==> src/prs_pkg.sv <==
package prs_pkg;

    localparam int unsigned NUM_ROUNDS = 31;
    localparam int unsigned LATENCY    = NUM_ROUNDS + 1;
    localparam int unsigned CFG_IDX_W  = 2;

    localparam logic [CFG_IDX_W-1:0] CFG_KEY_HIGH = 2'd0;
    localparam logic [CFG_IDX_W-1:0] CFG_KEY_LOW  = 2'd1;

    typedef struct packed {
        logic        valid;
        logic [63:0] state;
        logic [63:0] key_hi;
        logic [63:0] key_lo;
    } t_stage;

    localparam logic [3:0] SBOX [16] = '{
        4'hc, 4'h5, 4'h6, 4'hb, 4'h9, 4'h0, 4'ha, 4'hd,
        4'h3, 4'he, 4'hf, 4'h8, 4'h4, 4'h7, 4'h1, 4'h2
    };

    function automatic logic [63:0] sub_layer(input logic [63:0] v);
        logic [63:0] o;
        o = '0;
        for (int n = 0; n < 16; n++) begin
            o[4*n +: 4] = SBOX[v[4*n +: 4]];
        end
        return o;
    endfunction

    function automatic logic [63:0] perm_layer(input logic [63:0] v);
        logic [63:0] o;
        o = '0;
        for (int j = 0; j < 64; j++) begin
            o[16*(j % 4) + j / 4] = v[j];
        end
        return o;
    endfunction

    function automatic logic [127:0] key_update(input logic [127:0] k,
                                                input logic [4:0]   round);
        logic [127:0] nk;
        nk = {k[66:0], k[127:67]};
        nk[127:124] = SBOX[nk[127:124]];
        nk[123:120] = SBOX[nk[123:120]];
        nk[66:62]   = nk[66:62] ^ round;
        return nk;
    endfunction

endpackage

==> src/prs_round_cell.sv <==
module prs_round_cell (
    input  logic             i_clk,
    input  logic             i_rst_n,
    input  logic [4:0]       i_round,
    input  prs_pkg::t_stage  i_stage,
    output prs_pkg::t_stage  o_stage
);

    logic         r_valid;
    logic [63:0]  r_state;
    logic [127:0] r_key;
    logic [63:0]  n_state;
    logic [127:0] n_key;

    always_comb begin
        n_state = prs_pkg::perm_layer(prs_pkg::sub_layer(i_stage.state ^ i_stage.key_hi));
        n_key   = prs_pkg::key_update({i_stage.key_hi, i_stage.key_lo}, i_round);
    end

    always_ff @(posedge i_clk) begin
        if (!i_rst_n) begin
            r_valid <= 1'b0;
        end else begin
            r_valid <= i_stage.valid;
        end
    end

    always_ff @(posedge i_clk) begin
        r_state <= n_state;
        r_key   <= n_key;
    end

    assign o_stage.valid  = r_valid;
    assign o_stage.state  = r_state;
    assign o_stage.key_hi = r_key[127:64];
    assign o_stage.key_lo = r_key[63:0];

endmodule

==> config.mk <==
export PLATFORM = sky130hd
export DESIGN_NAME = prs_round_cell
export DESIGN_NICKNAME = d
export VERILOG_FILES = /design/src/prs_pkg.sv /design/src/prs_round_cell.sv
export SDC_FILE = /design/constraint.sdc
export NUM_CORES = 1
export LEC_CHECK = 0
export ABC_AREA = 0
export BUFFER_PORTS_ARGS = -buffer_cell sky130_fd_sc_hd__clkbuf_2
export CAP_MARGIN = 15
export CORE_AREA = 2 2 155 157
export CTS_BUF_LIST = sky130_fd_sc_hd__clkbuf_4 sky130_fd_sc_hd__clkbuf_8
export DETAILED_ROUTE_END_ITERATION = 6
export DIE_AREA = 0 0 157 159
export PLACE_DENSITY = 0.58
export SETUP_SLACK_MARGIN = 0.02
export SLEW_MARGIN = 10
export SYNTH_ARGS = -nofsm -noshare
export SYNTH_HDL_FRONTEND = slang
export SYNTH_SLANG_ARGS = --single-unit
==> constraint.sdc <==
create_clock -name i_clk -period 1.6 [get_ports i_clk]
set_input_delay 0.16 -clock i_clk [delete_from_list [all_inputs] [get_ports i_clk]]
set_output_delay 0.16 -clock i_clk [all_outputs]
set_load 0.01 [all_outputs]
# Word level (Yosys, flattened, before mapping)
# Memories as Yosys holds them, arrays and structs flattened. A register that Yosys moved wholly into a read port is not among the register bits.
# Cells that the tools add are included.
# Widths: inputs -> output; s select.
[classes]
mux = 4
n_lt_le_gt_ge = 2
n_bitwise = 20
[op_table]
columns = ["op", "n"]
rows = [
  ["$not 4->5", 18],
  ["$xor 64x64->64", 1],
  ["$mux 4", 4],
  ["$ge 5x5->1 const B", 2],
  ["$xor 5x5->5", 1],
]
[word_totals]
memories = 18
romBits = 1152
out_inout_bits = 193
register_bits = 129
in_bits = 200
[memory_table]
columns = ["name", "depth", "word_bits", "read_ports", "rd_ports_with_merged_regs", "wr", "line_no", "source"]
rows = [
  ["(no name shown)", 16, 4, 1, 1, 0, "prs_pkg.sv:45", "nk[123:120] = SBOX[nk[123:120]];"],
  ["(no name shown)", 16, 4, 1, 1, 0, "prs_pkg.sv:44", "nk[127:124] = SBOX[nk[127:124]];"],
  ["(no name shown)", 16, 4, 1, 1, 0, "prs_pkg.sv:26", "o[4*n +: 4] = SBOX[v[4*n +: 4]];"],
  ["(no name shown)", 16, 4, 1, 1, 0, "prs_pkg.sv:26", ""],
  ["(no name shown)", 16, 4, 1, 1, 0, "prs_pkg.sv:26", ""],
  ["(no name shown)", 16, 4, 1, 1, 0, "prs_pkg.sv:26", ""],
  ["+12 memories", "n/a", "n/a", "n/a", "n/a", "n/a", "n/a", ""],
]

# Longest topological paths before layout
# Gate-level depths: netlist of run 1.
[logic_depth]
ltp_word = 4
ltp_mapped = 6

# Worst setup path before layout of run 1
# OpenSTA, ideal clock, no wires.
[synth_timing]
path_type = "input-to-reg"
start = "input port i_stage[65] (netlist name)"
end = "register r_state[32]"
path_stages = 5
t_arrival_ns = 1.355
required_time_ns = 1.466
setup_slack_ns = 0.110
n_path_buf = 1
path_cell_list = "buf_2 -> xnor2_1 -> inv_1 -> ha_1 -> mux4_2"
[synth_between]
elab_chain_len = 2
[synth_lines]
columns = ["element", "line_no", "source"]
rows = [
  ["from (decl)", "prs_round_cell.sv:5", "input prs_pkg::t_stage i_stage,"],
  ["$xor 64x64->64", "prs_round_cell.sv:16", "n_state = prs_pkg::perm_layer(prs_pkg::sub_layer(i_stage.state ^ i_stage.key_hi));"],
  ["$not 4->5 (implied by the code)", "prs_pkg.sv:26", ""],
  ["to (decl)", "prs_round_cell.sv:10", "logic [63:0] r_state;"],
]
# Every way passes these cells.
# A chain may end at the register's enable or synchronous reset.

# Final worst setup path of run 1
[layout_timing]
start = "input port i_stage[105] (netlist name)"
end = "register r_state[42]"
# The elaborated chain is that of the path after synthesis.

==> results of run 1 <==
[path summary, 6_finish.rpt]
path	end	slack, ns	cells past startpoint
setup / recovery	r_state[42]	0.04	6
hold / removal	r_state[53]	0.07	4
[stage by stage]
| stage | hold WS, ns | TNS [ns] | setup WS (ns) |
|---|---|---|---|
| floorplan | 0.1877 | 0 | 0.1105 |
| global placement | 0.2620 | -0.03635 | -0.02272 |
| detailed placement | 0.2639 | -0.1686 | -0.07137 |
| CTS | 0.02873 | 0 | 0.02929 |
| global route | 0.05047 | 0 | 0.02640 |
| finish | 0.07452 | 0 | 0.04276 |
[metal layers]
layer / vias up / global-route usage (%)
met2: 227 / 30.38
met5: - / 0
met3: 26 / 6.532
li1: 3065 / -
met1: 2823 / 16.36
met4: 0 / 4.837
[cell families (layout without fill, tap and decap cells)]
family,Yosys count,count (layout),synth area share [%]
compound gates,52,52,5.364
fa+ha+maj,58,58,9.846
xor+xnor,89,89,12.87
buf+inv,71,661,3.734
flops,193,193,52.42
mux,70,70,13.65
simple gates,32,32,2.122
[cell usage in the layout (no fill, tap or decap), types with 10 or more instances in the layout]
cell type,n
mux4_2,16
xnor2_2,10
mux2i_1,42
dlygate4sd3_1,128
xnor2_1,39
clkbuf_8,17
xor2_1,25
ha_1,58
inv_1,67
nand3_1,12
buf_4,42
o21ai_0,19
dfxtp_1,193
xor2_2,14
o211ai_1,11
o221a_2,12
clkbuf_2,392
[repair_timing]
| item | 4_1_cts | 5_1_grt |
|---|---|---|
| endpoints found under the hold margin | 123 | 0 |
| setup endpoints to repair | 0 | 5 |
| gates resized for setup | 0 | 5 |
| hold buffers | 128 | 0 |
[power by group]
group / switching, mW / total, mW / leakage (nW) / internal [mW]
clock network: 2.08 / 3.45 / 0.220 / 1.37
logic: 1.57 / 3.21 / 4.04 / 1.64
registers: 0.162 / 5.55 / 1.63 / 5.39
total: 3.81 / 12.2 / 5.88 / 8.40
[sequential cells by signal, indices dropped and copies added (netlist names)]
signal,count
r_state,64
r_valid,1
r_key,128
[area by class of cell]
cell class	count	area, sq um
Clock buffer	17	234.0
Clock inverter	15	212.7
Fill cell	2106	11400
Inverter	67	251.5
Multi-Input combinational cell	301	3268
Sequential cell	193	3864
Tap cell	319	399.1
Timing Repair Buffer	562	3558
==> flow_summary.ini, run 1 <==
[yosys]
synthCells = 565
synth-edff-count = 0
synth_top_area_share_pct = 52.42
ys_ff_latch = 193
ys_top_cells_by_area = dfxtp_1 52%, ha_1 9.8%, mux2i_1 5.7%
syn_area_sq_um = 7371
ys.flop_type = dfxtp_1
syn_avg_cell_area_sq_um = 13.05
syn_nets = 823
ys_types = 32
async_flop_share_pct = 0
yosys_warnings = 0
yosysMostFrequentCell = dfxtp_1
yosys-top-cells-count = 193 x dfxtp_1, 67 x inv_1, 58 x ha_1
yosysTopAreaCell = dfxtp_1
seq_area_frac_synth_pct = 52.42

[global_routing]
grt_pass1_vias = 6427
overflow = 0
grt_max_degree = 22
grt_pass1_wl_um = 31860
antenna_found_initial = 0
grtUsageTotal_pct = 16.26

[sta]
worst_pin_slew_ns = 0.5326
rsz0062_at_grt = false
period_minus_slack_ns = 1.557
clock.fmax_ghz = 0.6422
finalHoldViolCount = 0
fin_crit_sh_pct = 97.33
setup_violations = 0
maxSlewViolCount = 0
relSlewSlack_pct = 64.37

[clock_tree]
htree_levels = 4
cts_buffer_depth = 2
clk_pin_slew_ns = 0.12
clockRootBuffer = clkbuf_8
postCtsSetupBuffers = 0
cts_buffers = 17
cts_tree = built
numClockSinks = 193

[critical_path]
path_cells = dlygate4sd3_1 -> clkbuf_2 -> xnor2_2 -> inv_1 -> ha_1 -> mux4_2
critPathSlowestCell = dlygate4sd3_1
worstSetupPathType = in2reg
cp.arrival_ns = 1.89
crit_buf_inv = 3
critPathTopFamily = buffers and inverters
critPathLaunchType = input pin
crit_start = i_stage[105]
cp_max_fo = 3
worst_ep_required_time_ns = 1.93
critPathCaptureType = register
critPathMaxStageDelay_ns = 0.56

[routing]
wl_met2_um = 10480
drt-met1-wl_um = 7521
drc = 0
vias_per_cell = 4.166
wl_per_cell_um = 13.74
wirelength_um = 20260
drt_iter0_markers = 173
route.vias.total = 6141
drt_pre_antenna_iters = 4
highest_layer = met4
ant_nets = 0
routed-wl-met3_um = 1898

[placement]
placed_cell_area_sq_um = 10020
numPortBuffers = 392
dp_hpwl_um = 15650
dp.cells = 1314
gp_congestion = 0.7870

[pwr]
vdd_drop_max_v = 0.0005206
p_total_mw = 12.20
p_leak_nw = 5.884
powerDensity_nw_per_um2 = 1035

[die]
die_x_um = 157
start_util_pct = 31.78
rows = 56
core_area_sq_um = 23190
die_area_sq_um = 24960
pin_count = 393
die_height_um = 159

[cells_and_area]
n_antenna_cell = 0
drive_above_1_share_pct = 45.54
final_core_util_pct = 50.83
fin_area_sq_um = 11790
syn_to_final_growth_pct = 59.92
final_cells = 1474
nNetsFinal = 1400

[worst_hold_path]
hp-class = in2reg
min_from = i_stage[151]

[run]
cap_viol_max_count = 0

[outcome]
status = finished, final reports clean
Power figures use the tool's default switching activity.
==> run 2: changes to the inputs <==
--- a/config.mk
+++ b/config.mk
@@ -12,6 +12,7 @@
 export CTS_BUF_LIST = sky130_fd_sc_hd__clkbuf_4 sky130_fd_sc_hd__clkbuf_8
 export DETAILED_ROUTE_END_ITERATION = 6
 export DIE_AREA = 0 0 157 159
+export MAX_ROUTING_LAYER = met4
 export PLACE_DENSITY = 0.58
 export SETUP_SLACK_MARGIN = 0.02
 export SLEW_MARGIN = 10
==> run 2 against run 1 <==
Compared with the run above:
- first-iteration DRC count up 2.9%
- routed wire length about the same
- flip-flop and latch count unchanged
- sequential power about the same
- global-route usage up 0.50 points
- count of clock-buffer cells in the layout unchanged
- cell area unchanged
- utilization unchanged
- setup slack better by 0.0015 ns
- largest power group unchanged
==> flow_summary.ini, run 2 (synthesis results as in run 1) <==
[sta]
fin_crit_sh_pct = 97.23
finalHoldViolCount = 0
relSlewSlack_pct = 64.37
clock.fmax_ghz = 0.6428
setup_violations = 0
period_minus_slack_ns = 1.556
worst_pin_slew_ns = 0.5326
setup_ws_ns = 0.04428
maxSlewViolCount = 0
whs_ns = 0.07277
rsz0062_at_grt = false

[die]
die_x_um = 157
rows = 56
die_height_um = 159
pin_count = 393
core_area_sq_um = 23190
start_util_pct = 31.78
die_area_sq_um = 24960

[routing]
drt_pre_antenna_iters = 4
wirelength_um = 20270
ant_nets = 0
route.vias.total = 6147
drc = 0
vias_per_cell = 4.170
wl_per_cell_um = 13.75
drt_iter0_markers = 178

[critical_path]
cp.arrival_ns = 1.89
cp_max_fo = 3
critPathLaunchType = input pin
critPathCaptureType = register
path_cells = dlygate4sd3_1 -> clkbuf_2 -> xnor2_2 -> inv_1 -> ha_1 -> mux4_2
critPathSlowestCell = dlygate4sd3_1
worstSetupPathType = in2reg
worst_ep_required_time_ns = 1.93
critPathMaxStageDelay_ns = 0.56

[pwr]
p_leak_nw = 5.884
powerDensity_nw_per_um2 = 1036
vdd_drop_max_v = 0.0005217

[cells_and_area]
multi_input_area_sq_um = 3268
largest_register_ffs = 128
fillCellCount = 2106
syn_to_final_growth_pct = 59.92
drive_above_1_share_pct = 45.54
nNetsFinal = 1400
largest-register = r_key
mostFrequentLayoutCell = clkbuf_2
n_antenna_cell = 0
regArea_sq_um = 3864
mostFrequentLayoutCells = 392 x clkbuf_2, 193 x dfxtp_1, 128 x dlygate4sd3_1
fin_area_sq_um = 11790
reg_top3 = r_key x128, r_state x64, r_valid x1

[global_routing]
overflow = 0
antenna_found_initial = 0
grt_pass1_wl_um = 31840
grtUsageTotal_pct = 16.76
grt_pass1_vias = 6433
grt_max_degree = 22

[clock_tree]
clk_pin_slew_ns = 0.12
cts_buffer_depth = 2
htree_levels = 4
cts_tree = built
cts_buffers = 17
numClockSinks = 193
clockRootBuffer = clkbuf_8

[worst_hold_path]
hp-class = in2reg

[placement]
placed_cell_area_sq_um = 10020
numPortBuffers = 392
preCtsSetupSlack_ns = -0.07137
gp_congestion = 0.7980
dp_hpwl_um = 15650

[outcome]
status = finished, final reports clean

[run]
cap_viol_max_count = 0
-- run 2: power by group --
part,total [mW],switching (mW),internal [mW]
sequential,5.55,0.162,5.39
combinational,3.21,1.57,1.64
clock,3.45,2.08,1.37
total,12.2,3.81,8.40
-- run 2: timing repair --
item,in CTS,in global routing
setup buffers,0,0
gates resized for setup,0,5
endpoints found under the hold margin,123,0
hold buffers,128,0
endpoints found under the setup margin,0,5
-- run 2: final timing paths --
check / cells after the start / from / end
setup / recovery: 6 / i_stage[105] / r_state[42]
hold / removal: 4 / i_stage[151] / r_state[53]
-- run 2: cell type report --
| class | count | area share, % |
|---|---|---|
| Clock inverter | 15 | 1.804 |
| Tap cell | 319 | 3.386 |
| Clock buffer | 17 | 1.985 |
| Sequential cell | 193 | 32.78 |
| Multi-Input combinational cell | 301 | 27.73 |
| Timing Repair Buffer | 562 | 30.19 |
| Inverter | 67 | 2.134 |
-- run 2: worst max-delay path: cells and delay by family --
family                   cells  cell delay, ns
adder cells (fa/ha/maj)      1            0.29
XOR/XNOR                     1            0.21
multiplexers                 1            0.46
buffers and inverters        3            0.78
-- run 2: routing by layer --
layer	GRT usage, %	part of all wire (%)
met5	-	0
met4	4.837	1.8
met3	5.988	8.8
met2	30.36	52
met1	16.75	38
-- run 2: stage by stage --
step,TNS [ns],cells,power [mW],utilization (%)
3_3_place_gp,-0.03635,1314,8.599,43.22
4_1_cts,0,1474,12.40,50.67
5_1_grt,0,1474,12.94,50.83
3_5_place_dp,-0.1686,1314,8.636,43.22
2_1_floorplan,0,565,7.194,-
6_report,0,1474,12.21,50.83
==> run 3: changes to the inputs <==
--- a/config.mk
+++ b/config.mk
@@ -14,6 +14,7 @@
 export DIE_AREA = 0 0 157 159
 export MAX_ROUTING_LAYER = met4
 export PLACE_DENSITY = 0.58
+export RECOVER_POWER = 50
 export SETUP_SLACK_MARGIN = 0.02
 export SLEW_MARGIN = 10
 export SYNTH_ARGS = -nofsm -noshare
==> run 3 against run 2 <==
Compared with the run above:
- combinational power fell by 2%
- non-clock buffer count stayed put
- via count is 0.15% higher
- count of clock-buffer cells in the layout did not move
- utilization shrank 0.73 points
- routed wire length up 0.51%
- critical endpoint is now r_state[35]
==> flow_summary.ini, run 3 (synthesis results as in run 1) <==
[outcome]
status = finished, final reports clean

[pwr]
p_total_mw = 12.14
p_leak_nw = 5.499
p_switching_mw = 3.810
internal_power_mw = 8.327
switching_share_pct = 31.39
powerDensity_nw_per_um2 = 1045
clkPwrFrac_pct = 28.4
power_frac_seq_pct = 45.7
comb_power_share_pct = 25.9
vdd_drop_max_v = 0.0005214

[cells_and_area]
mostFrequentLayoutCell = clkbuf_2
drive_above_1_share_pct = 34.29
reg_top3 = r_key x128, r_state x64, r_valid x1
final_core_util_pct = 50.10
n_antenna_cell = 0
mostFrequentLayoutCells = 263 x clkbuf_2, 193 x dfxtp_1, 129 x clkbuf_1
largest_register_ffs = 128
syn_to_final_growth_pct = 57.63
largest-register = r_key
nNetsFinal = 1400

[die]
pin_count = 393
core_area_sq_um = 23190
rows = 56
die_area_sq_um = 24960
start_util_pct = 31.78
die_x_um = 157
die_height_um = 159

[routing]
drt_iter0_markers = 169
wl_per_cell_um = 13.82
drt-met1-wl_um = 7716
vias_per_cell = 4.176
wirelength_um = 20370
drc = 0
ant_nets = 0
drt_pre_antenna_iters = 4
highest_layer = met4
wl_met2_um = 10560
routed-wl-met3_um = 1756
route.vias.total = 6156

[critical_path]
worst_ep_required_time_ns = 1.96
critPathTopFamily = buffers and inverters
critPathSlowestCell = dlygate4sd3_1
cp.arrival_ns = 1.91
critPathCaptureType = register
cp_max_fo = 4
critPathLaunchType = input pin
path_cells = dlygate4sd3_1 -> clkbuf_1 -> xnor2_2 -> inv_1 -> ha_1 -> mux4_2
critPathMaxStageDelay_ns = 0.54
crit_buf_inv = 3
worstSetupPathType = in2reg
crit_cells = 6

[global_routing]
antenna_found_initial = 0
grt_max_degree = 22
grt_pass1_wl_um = 31840
grtUsageTotal_pct = 16.76
overflow = 0
grt_pass1_vias = 6433

[placement]
numPortBuffers = 392
gp_congestion = 0.7980
dp_hpwl_um = 15650

[run]
cap_viol_max_count = 0

[sta]
setup_violations = 0
clock.fmax_ghz = 0.6447
finalHoldViolCount = 0
relSlewSlack_pct = 59.88
fin_tns_setup_ns = 0
worst_pin_slew_ns = 0.5997
rsz0062_at_grt = false
period_minus_slack_ns = 1.551
maxSlewViolCount = 0
fin_crit_sh_pct = 96.95

[worst_hold_path]
hp-class = in2reg
hold_path_depth = 4

[clock_tree]
cts_buffers = 17
cts_buffer_depth = 2
cts_tree = built
numClockSinks = 193
htree_levels = 4
clockRootBuffer = clkbuf_8
clk_pin_slew_ns = 0.12
-- run 3: cell count changes in the layout (fill, tap and decap cells not counted) --
cell,delta
clkbuf_1,+129
xor2_1,+1
xor2_2,-1
clkbuf_2,-129
-- run 3: timing repair --
item,in CTS,in global routing
endpoints found under the setup margin,0,5
gates resized for setup,0,5
buffers inserted,0,0
hold buffers,128,0
endpoints found under the hold margin,123,0
-- run 3: area by class of cell --
| class | instances | area, sq um |
|---|---|---|
| clock buffer | 17 | 234.0 |
| clock inverter | 15 | 212.7 |
| fill | 2174 | 11570 |
| inverter | 67 | 251.5 |
| multi-input combinational | 301 | 3261 |
| sequential | 193 | 3864 |
| tap | 319 | 399.1 |
| timing repair buffer | 562 | 3397 |
-- run 3: layer usage --
| metal | track usage, % | vias up |
|---|---|---|
| met5 | - | - |
| met4 | 4.837 | 0 |
| met3 | 5.988 | 30 |
| met2 | 30.36 | 227 |
| met1 | 16.75 | 2837 |
| li1 | - | 3062 |
-- run 3: final timing paths --
check	start	to	slack (ns)
hold / removal	i_stage[151]	r_state[53]	0.07
setup / recovery	i_stage[77]	r_state[35]	0.05
-- run 3: stage by stage --
stage | instance area (sq um) | cells | hold WS, ns | worst slack, ns
floorplan | 7371 | 565 | 0.1877 | 0.1105
global placement | 10020 | 1314 | 0.2620 | -0.02272
detailed placement | 10020 | 1314 | 0.2639 | -0.07137
CTS | 11750 | 1474 | 0.02873 | 0.02929
global route | 11620 | 1474 | 0.05048 | 0.02639
finish | 11620 | 1474 | 0.06882 | 0.04882
-- run 3: power groups by stage --
stage          Combinational (mW)  Sequential, mW  Clock, mW
2_1_floorplan                1.24            5.95          0
3_3_place_gp                 2.96            5.64          0
3_5_place_dp                 2.97            5.66          0
4_1_cts                      3.24            5.55       3.61
5_1_grt                      3.47            5.61       3.80
6_report                     3.14            5.55       3.45
-- run 3: worst min-delay path, stage by stage --
cell      delay (ns)
clkbuf_2        0.10
xnor2_1         0.09
nor2_1          0.10
a311oi_1        0.05
